`src/hdl/mats_pkg.sv`:
```
`timescale 1ns / 1ps
// ----------------------------------------------------------------------------
// mats_pkg
// Shared constants and tables for the mirror angle to stepper step block.
// ----------------------------------------------------------------------------
package mats_pkg;

  // fixed point widths
  localparam int CW  = 20;   // cordic x, y, z
  localparam int SQW = 48;   // radicand of the length root
  localparam int RTW = 24;   // root result

  // cordic start vector (gain compensated) and iteration count
  localparam logic signed [CW-1:0] CORDIC_GAIN = 20'sd39797;
  localparam int                   CORDIC_N    = 16;

  // millidegree to radian scale in q16 (q32 before the shift)
  localparam logic [31:0] MDEG_TO_RAD = 32'd74961;
  localparam logic [31:0] RAD_ROUND   = 32'd32768;
  localparam int          ANGLE_LIMIT = 30000;

  // squared wire length terms
  localparam logic signed [33:0] SUM_SQ_Q = 34'sd424280064;  // 6474 in q16
  localparam logic signed [33:0] TWO_HR   = 34'sd4730;
  localparam logic signed [33:0] TWO_ER   = 34'sd3440;

  // flat length in q16 and length to microstep scale in q16
  localparam logic signed [24:0] FLAT_LEN   = 25'sd3609838;
  localparam logic signed [48:0] STEP_SCALE = 49'sd5960216;

  // configuration register indexes
  localparam logic [1:0] REG_OFFSET_ENABLE = 2'd0;
  localparam logic [1:0] REG_OFFSET_MIRROR = 2'd1;
  localparam logic [1:0] REG_OFFSET_X      = 2'd2;
  localparam logic [1:0] REG_OFFSET_Y      = 2'd3;

  // arctangent table in q16
  function automatic logic signed [CW-1:0] atan_q16(input logic [3:0] i);
    case (i)
      4'd0:    atan_q16 = 20'sd51472;
      4'd1:    atan_q16 = 20'sd30386;
      4'd2:    atan_q16 = 20'sd16055;
      4'd3:    atan_q16 = 20'sd8150;
      4'd4:    atan_q16 = 20'sd4091;
      4'd5:    atan_q16 = 20'sd2047;
      4'd6:    atan_q16 = 20'sd1024;
      4'd7:    atan_q16 = 20'sd512;
      4'd8:    atan_q16 = 20'sd256;
      4'd9:    atan_q16 = 20'sd128;
      4'd10:   atan_q16 = 20'sd64;
      4'd11:   atan_q16 = 20'sd32;
      4'd12:   atan_q16 = 20'sd16;
      4'd13:   atan_q16 = 20'sd8;
      4'd14:   atan_q16 = 20'sd4;
      default: atan_q16 = 20'sd2;
    endcase
  endfunction

endpackage

```
`src/hdl/mats_cordic.sv`:
```
`timescale 1ns / 1ps
// ----------------------------------------------------------------------------
// mats_cordic
// Iterative rotation cordic, one micro-rotation per cycle.
// ----------------------------------------------------------------------------
module mats_cordic
  import mats_pkg::*;
(
  input  logic                 clk,
  input  logic                 rst,
  input  logic                 start,
  input  logic signed [CW-1:0] z_in,
  output logic signed [CW-1:0] sin_out,
  output logic signed [CW-1:0] cos_out,
  output logic                 done
);

  logic signed [CW-1:0] x, y, z;
  logic [3:0]           iter;
  logic                 run;
  logic signed [CW-1:0] dx, dy, da;

  // shared shift and add unit
  assign dx = y >>> iter;
  assign dy = x >>> iter;
  assign da = atan_q16(iter);

  // iteration control
  always_ff @(posedge clk) begin
    if (rst) begin
      run  <= 1'b0;
      done <= 1'b0;
      iter <= '0;
    end else begin
      done <= 1'b0;
      if (start) begin
        run  <= 1'b1;
        iter <= '0;
      end else if (run) begin
        iter <= iter + 4'd1;
        if (iter == 4'(CORDIC_N - 1)) begin
          run  <= 1'b0;
          done <= 1'b1;
        end
      end
    end
  end

  // datapath
  always_ff @(posedge clk) begin
    if (start) begin
      x <= CORDIC_GAIN;
      y <= '0;
      z <= z_in;
    end else if (run) begin
      if (!z[CW-1]) begin
        x <= x - dx;
        y <= y + dy;
        z <= z - da;
      end else begin
        x <= x + dx;
        y <= y - dy;
        z <= z + da;
      end
    end
  end

  assign sin_out = y;
  assign cos_out = x;

endmodule

```
`src/hdl/mats_sqrt.sv`:
```
`timescale 1ns / 1ps
// ----------------------------------------------------------------------------
// mats_sqrt
// Integer square root, one result bit per cycle from two radicand bits.
// ----------------------------------------------------------------------------
module mats_sqrt
  import mats_pkg::*;
(
  input  logic           clk,
  input  logic           rst,
  input  logic           start,
  input  logic [SQW-1:0] v_in,
  output logic [RTW-1:0] root,
  output logic           done
);

  localparam int RW = RTW + 3;

  logic [SQW-1:0] v;
  logic [RW-1:0]  rem;
  logic [4:0]     iter;
  logic           run;
  logic [RW-1:0]  rem_sh, trial;

  // next partial remainder and trial subtrahend
  assign rem_sh = {rem[RW-3:0], v[SQW-1:SQW-2]};
  assign trial  = {1'b0, root, 2'b01};

  // iteration control
  always_ff @(posedge clk) begin
    if (rst) begin
      run  <= 1'b0;
      done <= 1'b0;
      iter <= '0;
    end else begin
      done <= 1'b0;
      if (start) begin
        run  <= 1'b1;
        iter <= '0;
      end else if (run) begin
        iter <= iter + 5'd1;
        if (iter == 5'(RTW - 1)) begin
          run  <= 1'b0;
          done <= 1'b1;
        end
      end
    end
  end

  // datapath
  always_ff @(posedge clk) begin
    if (start) begin
      v    <= v_in;
      rem  <= '0;
      root <= '0;
    end else if (run) begin
      v <= {v[SQW-3:0], 2'b00};
      if (rem_sh >= trial) begin
        rem  <= rem_sh - trial;
        root <= {root[RTW-2:0], 1'b1};
      end else begin
        rem  <= rem_sh;
        root <= {root[RTW-2:0], 1'b0};
      end
    end
  end

endmodule

```
`src/hdl/mirror_angle_to_stepper_steps.sv`:
```
`timescale 1ns / 1ps
// ----------------------------------------------------------------------------
// mirror_angle_to_stepper_steps
// Mirror tilt angle to stepper microstep position with per-motor storage.
// ----------------------------------------------------------------------------
// each word goes through the iterative cordic and then the bit-serial root
//   in turn; a new word is taken only once the last has gone to the output
// s_tready is high only while the sequencer is idle
// reset: synchronous; clears the sequencer, m_tvalid, offsets and the stored angle and
//   step valid bits, so every motor reads as zero until first written
module mirror_angle_to_stepper_steps
  import mats_pkg::*;
#(
  parameter int MAX_MIRRORS = 16
) (
  input  logic        clk,
  input  logic        rst,
  input  logic        s_tvalid,
  output logic        s_tready,
  input  logic [23:0] s_tdata,    // motor_index[4:0], angle_mdeg[22:5]
  output logic        m_tvalid,
  input  logic        m_tready,
  output logic [23:0] m_tdata,    // step_position[17:0], changed[18]
  input  logic        cfg_we,
  input  logic [1:0]  cfg_index,
  input  logic [15:0] cfg_data
);

  localparam int NUM_MOTORS = 2 * MAX_MIRRORS;
  localparam int AW         = $clog2(NUM_MOTORS);

  typedef enum logic [10:0] {
    S_IDLE   = 11'b000_0000_0001,
    S_READ   = 11'b000_0000_0010,
    S_ANGLE  = 11'b000_0000_0100,
    S_RAD    = 11'b000_0000_1000,
    S_CORDIC = 11'b000_0001_0000,
    S_SQ1    = 11'b000_0010_0000,
    S_SQ2    = 11'b000_0100_0000,
    S_ROOT   = 11'b000_1000_0000,
    S_MUL    = 11'b001_0000_0000,
    S_ROUND  = 11'b010_0000_0000,
    S_DONE   = 11'b100_0000_0000
  } state_t;

  state_t state;

  // configuration
  logic               offset_enable;
  logic [3:0]         offset_mirror;
  logic signed [15:0] offset_x, offset_y;

  always_ff @(posedge clk) begin
    if (rst) begin
      offset_enable <= 1'b0;
      offset_mirror <= '0;
      offset_x      <= '0;
      offset_y      <= '0;
    end else if (cfg_we) begin
      case (cfg_index)
        REG_OFFSET_ENABLE: offset_enable <= cfg_data[0];
        REG_OFFSET_MIRROR: offset_mirror <= cfg_data[3:0];
        REG_OFFSET_X:      offset_x      <= cfg_data;
        REG_OFFSET_Y:      offset_y      <= cfg_data;
        default: ;
      endcase
    end
  end

  // captured input word
  logic [4:0]         idx;
  logic signed [17:0] req;
  logic               req_ok, motor_ok;
  logic [AW+4:0]      idx_wide;
  logic [AW-1:0]      addr;

  assign idx_wide = (AW + 5)'(idx);
  assign addr     = idx_wide[AW-1:0];
  assign req_ok   = (req > -18'sd30000) && (req < 18'sd30000);
  assign motor_ok = 32'(idx) < NUM_MOTORS;

  // per-motor stores with valid bits
  logic signed [15:0]    mem_angle [NUM_MOTORS];
  logic [17:0]           mem_last  [NUM_MOTORS];
  logic [NUM_MOTORS-1:0] angle_vld, last_vld;
  logic signed [15:0]    rd_angle;
  logic [17:0]           rd_last;
  logic                  rd_angle_vld, rd_last_vld;
  logic                  wr_angle, wr_last, out_load;
  logic [17:0]           pos;

  assign out_load = (state == S_DONE) && (!m_tvalid || m_tready);
  assign wr_angle = (state == S_ANGLE) && motor_ok && req_ok;
  assign wr_last  = out_load && motor_ok;

  always_ff @(posedge clk) begin
    rd_angle <= mem_angle[addr];
    rd_last  <= mem_last[addr];
    if (wr_angle) mem_angle[addr] <= req[15:0];
    if (wr_last)  mem_last[addr]  <= pos;
  end

  always_ff @(posedge clk) begin
    if (rst) begin
      angle_vld    <= '0;
      last_vld     <= '0;
      rd_angle_vld <= 1'b0;
      rd_last_vld  <= 1'b0;
    end else begin
      rd_angle_vld <= angle_vld[addr];
      rd_last_vld  <= last_vld[addr];
      if (wr_angle) angle_vld[addr] <= 1'b1;
      if (wr_last)  last_vld[addr]  <= 1'b1;
    end
  end

  // angle to radians, feeds the cordic start
  logic signed [15:0] angle;
  logic [14:0]        mag;
  logic [31:0]        rad_prod;
  logic signed [CW-1:0] z_in, sin_v, cos_v;
  logic               cordic_done;

  assign mag      = angle[15] ? 15'(-angle) : angle[14:0];
  assign rad_prod = 32'(mag) * MDEG_TO_RAD + RAD_ROUND;
  assign z_in     = angle[15] ? -CW'(rad_prod[31:16]) : CW'(rad_prod[31:16]);

  mats_cordic u_cordic (
    .clk     (clk),
    .rst     (rst),
    .start   (state == S_RAD),
    .z_in    (z_in),
    .sin_out (sin_v),
    .cos_out (cos_v),
    .done    (cordic_done)
  );

  // squared length, one product per cycle, clamped at zero
  logic signed [33:0] acc, acc2;
  logic [SQW-1:0]     sq_v;
  logic [RTW-1:0]     root;
  logic               sqrt_done;

  assign acc2 = acc - TWO_ER * 34'(cos_v);
  assign sq_v = acc2[33] ? '0 : {1'b0, acc2[30:0], 16'b0};

  mats_sqrt u_sqrt (
    .clk   (clk),
    .rst   (rst),
    .start (state == S_SQ2),
    .v_in  (sq_v),
    .root  (root),
    .done  (sqrt_done)
  );

  // length to microsteps
  logic signed [24:0] len;
  logic signed [48:0] prod;
  logic [48:0]        pmag;
  logic [49:0]        rsum;
  logic [17:0]        rstep, steps;
  logic signed [17:0] off_add;
  logic               off_hit;

  assign len     = $signed({1'b0, root}) - FLAT_LEN;
  assign pmag    = prod[48] ? 49'(-prod) : 49'(prod);
  assign rsum    = 50'(pmag) + 50'(1) * (50'd1 << 31);
  assign rstep   = rsum[49:32];
  assign off_hit = offset_enable && (idx[4:1] == offset_mirror);
  assign off_add = !off_hit ? 18'sd0 : (idx[0] ? 18'(offset_y) : 18'(offset_x));
  assign pos     = steps + 18'(off_add);

  // sequencer
  always_ff @(posedge clk) begin
    if (rst) begin
      state <= S_IDLE;
    end else begin
      case (state)
        S_IDLE:   if (s_tvalid) state <= S_READ;
        S_READ:   state <= S_ANGLE;
        S_ANGLE:  state <= S_RAD;
        S_RAD:    state <= S_CORDIC;
        S_CORDIC: if (cordic_done) state <= S_SQ1;
        S_SQ1:    state <= S_SQ2;
        S_SQ2:    state <= S_ROOT;
        S_ROOT:   if (sqrt_done) state <= S_MUL;
        S_MUL:    state <= S_ROUND;
        S_ROUND:  state <= S_DONE;
        S_DONE:   if (out_load) state <= S_IDLE;
        default:  state <= S_IDLE;
      endcase
    end
  end

  // output word valid
  always_ff @(posedge clk) begin
    if (rst) begin
      m_tvalid <= 1'b0;
    end else if (out_load) begin
      m_tvalid <= 1'b1;
    end else if (m_tready) begin
      m_tvalid <= 1'b0;
    end
  end

  // datapath registers
  always_ff @(posedge clk) begin
    case (state)
      S_IDLE: begin
        idx <= s_tdata[4:0];
        req <= s_tdata[22:5];
      end
      S_ANGLE: begin
        if (req_ok)                        angle <= req[15:0];
        else if (motor_ok && rd_angle_vld) angle <= rd_angle;
        else                               angle <= '0;
      end
      S_SQ1:   acc   <= SUM_SQ_Q - TWO_HR * 34'(sin_v);
      S_MUL:   prod  <= 49'(len) * STEP_SCALE;
      S_ROUND: steps <= prod[48] ? -rstep : rstep;
      S_DONE: begin
        if (out_load) begin
          m_tdata <= {5'b0,
                      motor_ok && (pos != (rd_last_vld ? rd_last : 18'd0)),
                      pos};
        end
      end
      default: ;
    endcase
  end

  assign s_tready = (state == S_IDLE);

endmodule

```
`config.mk`:
```
export PLATFORM = sky130hd
export DESIGN_NAME = mirror_angle_to_stepper_steps
export DESIGN_NICKNAME = d
export VERILOG_FILES = /design/src/hdl/mats_pkg.sv /design/src/hdl/mats_cordic.sv /design/src/hdl/mats_sqrt.sv /design/src/hdl/mirror_angle_to_stepper_steps.sv
export SDC_FILE = /design/constraint.sdc
export NUM_CORES = 2
export LEC_CHECK = 0
export BUFFER_PORTS_ARGS = -buffer_cell sky130_fd_sc_hd__buf_2
export CAP_MARGIN = 20
export CORE_AREA = 8 8 417 419
export CTS_BUF_LIST = sky130_fd_sc_hd__clkbuf_4 sky130_fd_sc_hd__clkbuf_8
export DETAILED_ROUTE_END_ITERATION = 6
export DIE_AREA = 0 0 425 427
export PLACE_DENSITY_LB_ADDON = 0.1
export RECOVER_POWER = 25
export SYNTH_ARGS = -nofsm -noshare
export SYNTH_HDL_FRONTEND = slang
export SYNTH_SLANG_ARGS = --single-unit
```
`constraint.sdc`:
```
create_clock -name clk -period 8 [get_ports clk]
set_input_delay 0.4 -clock clk [delete_from_list [all_inputs] [get_ports clk]]
set_output_delay 0.4 -clock clk [all_outputs]
set_load 0.1 [all_outputs]
```
==> impl_metrics.yaml <==
detailed_routing:
  drcViolationCount: 4
  drt-pass1-iter-count: 7
  drt_iter0_markers: 4979
  wire_per_inst_um: 23.07
  drt-total-wl_um: 230700
  final_antenna_net_count: 0
  dr_total_vias: 59156
  routed_via_density: 5.913
grt:
  grt_max_degree: 128
  first_global_vias: 60078
  overflow: 0
  antenna_found_initial: 5
  grt_pass1_wl_um: 354900
  track_usage_pct: 25.33
sta:
  min_period_ns: 7.739
  fmax_ghz: 0.1292
  worst_pin_slew_ns: 2.143
  hold_viol_final: 0
  finalSetupViolCount: 0
  setup_tns_ns: 0
  drv_slew: 472
  fin_skew_ns: 0.09002
  slew_headroom_pct: -42.89
  rsz0062_at_grt: "true"
  layout_worst_path_cycle_share_pct: 96.74
cells_and_area:
  final_common_cell: "edfxtp_1"
  layout_common_cells: "edfxtp_1 (1294), inv_1 (793), ha_1 (623), nor2_1 (469), fa_1 (412)"
  area_delta_synth_final_pct: 12.18
  fin_area_mm2: 0.1026
  fill_cells: 13171
  drive_gt1_share_pct: 16.97
  layout.nets: 8671
  regArea_mm2: 0.04422
  final_util_pct: 61.14
  multiInputGateArea_mm2: 0.04392
clock_tree:
  cts_tree: "yes"
  clkLatencyLatePin_ns: 1.02
  ctsHtreeMaxLevel: 5
  clkTransAtPathRegs_ns: 0.06
  clk_path_buf_depth: 4
  cts.sinks: 1561
  cts_root_buffer: "clkbuf_8"
  numCtsBuffers: 283
synth:
  syn_inst: 7127
  synth_flop_cell: "edfxtp_1"
  synth_edf_count: 1294
  yosys.area.top_type: "edfxtp_1"
  yosys.area_share.simple_pct: 7.321
  synth.area.top_cells: "edfxtp_1 (42%), fa_1 (9.0%), ha_1 (8.6%)"
  synth_xor_area_share_pct: 4.088
  async_flop_share_pct: 0
  yosys.area.top_type_share_pct: 42.50
  yosys.cell_types.count: 103
  synth-seq-cells: 1561
  synth.avg_cell_area_um2: 12.83
  ys_warn_count: 0
  synth_compound_area_share_pct: 8.456
  synth_top_family_by_area: "adder cells"
  synth_mux_area_share_pct: 9.665
  netlist_area_mm2: 0.09143
  synthAdderAreaFrac_pct: 17.70
  ys_seq_area_share_pct: 48.34
status:
  status: "finished, violations left"
  violations: "DRC, capacitance limit, slew limit"
place:
  numPortBuffers: 66
  place.gp.congestion: 0.9198
  hpwlAfterDp_um: 157400
  placed_cell_area_mm2: 0.09595
setup_path:
  path_class: "register to register"
  endpoint_kind: "register"
  cp_slowest_cell: "fa_1"
  slowest_delay_ns: 0.53
  cp_common_cell: "fa_1"
  path_max_fanout: 4
  required_ns: 8.81
  arrival_ns: 8.55
  setup.worst_path.start_class: "register"
floorplan:
  die_x_um: 425
  die_y_um: 427
  die-area_mm2: 0.1815
  coreArea_mm2: 0.1678
  rows: 151
  start_util_pct: 54.50
  io-pin-count: 73
min_path:
  hp-class: "input pin to register"
flow_run:
  drv_cap: 14
[worst paths after layout]
kind             startpoint     endpoint  slack [ns]  cells after the start
min             s_tdata[15]      req[10]         0.1                      2
max reg2reg  u_sqrt.root[1]     prod[45]        0.26                     31
min reg2reg     offset_y[5]  offset_y[5]        0.46                      2
max          u_sqrt.root[1]     prod[45]        0.26                     31
[sequential cells by signal, summed over array words and instances, names as in the netlist, 19 cells and up]
| name | count |
|---|---|
| u_cordic.z | 20 |
| prod | 46 |
| u_sqrt.root | 24 |
| angle_vld | 32 |
| last_vld | 32 |
| mem_last | 576 |
| u_sqrt.rem | 25 |
| m_tdata | 19 |
| u_cordic.sin_out | 20 |
| u_cordic.cos_out | 20 |
| acc | 33 |
| mem_angle | 512 |
| u_sqrt.v | 31 |
[worst max-delay path, delay by kind of cell, from the launching register on]
| family | cells | cell delay, ns |
|---|---|---|
| adders and majority gates | 9 | 3.72 |
| buffers and inverters | 5 | 0.32 |
| and+or+nand+nor | 6 | 1.30 |
| DFF | 1 | 0.33 |
| xor gates and xnor gates | 1 | 0.24 |
| AOI/OAI and AO/OA | 10 | 1.64 |
[routing by layer]
metal / share of wire, % / wire, um / track usage, % / up-vias
li1: - / - / - / 26981
met1: 43 / 98630 / 35.55 / 29827
met2: 47 / 108500 / 40.71 / 1979
met3: 7.3 / 16780 / 4.256 / 369
met4: 3.0 / 6810 / 8.006 / 0
met5: 0 / 0 / 0 / -
[what timing repair did]
action,CTS,global route
pin swaps,2,32
setup buffers,1,9
hold buffers,50,0
gates resized for setup,10,88
setup endpoints to repair,11,47
hold endpoints to repair,118,0
cloned,0,0
[layout make-up]
type | count | area share [%]
antenna | 3 | 0.007319
clock buffer | 383 | 4.712
clock inverter | 106 | 0.6612
inverter | 803 | 2.942
multi-input combinational | 4512 | 42.82
sequential | 1561 | 43.11
tap | 2218 | 2.706
timing repair buffer | 418 | 3.037
[metrics by stage]
| step | setup slack [ns] | std cells | hold WS, ns |
|---|---|---|---|
| global placement | -0.07539 | 9445 | 0.4421 |
| global route | -0.04394 | 10003 | 0.07054 |
| finish | 0.2605 | 10004 | 0.09600 |
| detailed placement | -0.1432 | 9446 | 0.4467 |
| floorplan | 0.02248 | 7131 | 0.4315 |
| CTS | 0.008249 | 9986 | 0.01889 |
[logic make-up after synthesis]
kind of cell	count (synthesis)
flip-flops	1561
AND/OR/NAND/NOR	1402
AO/OA/AOI/OAI	1179
buffers and inverters	1058
adder cells (fa/ha/maj)	1046
multiplexers	455
XOR/XNOR	425
other	1
[synth_stat cells, types with 15 or more instances]
master and n:
a211oi_1 52, a21o_1 92, a21oi_1 317, a22o_1 28, a22oi_1 146, a31oi_1 45, and2_1 31, and3_1 32
buf_1 45, clkbuf_1 193, dfxtp_1 267, edfxtp_1 1294, fa_1 413, ha_1 632, inv_1 800, mux2i_1 101
mux4_2 329, nand2_1 317, nand2b_1 50, nand3_1 83, nand3b_1 18, nand4_1 65, nor2_1 512, nor2b_1 35
nor3_1 97, nor3b_1 16, nor4_1 26, o211ai_1 29, o21a_1 35, o21ai_0 187, o21ai_1 28, o21bai_1 28
o22ai_1 16, o31a_1 15, o31ai_1 31, or2_2 27, or3_1 34, xnor2_1 286, xor2_1 138
Power is not shown: default switching activity piles up to over one toggle a cycle in this logic, so the estimate is an artifact.
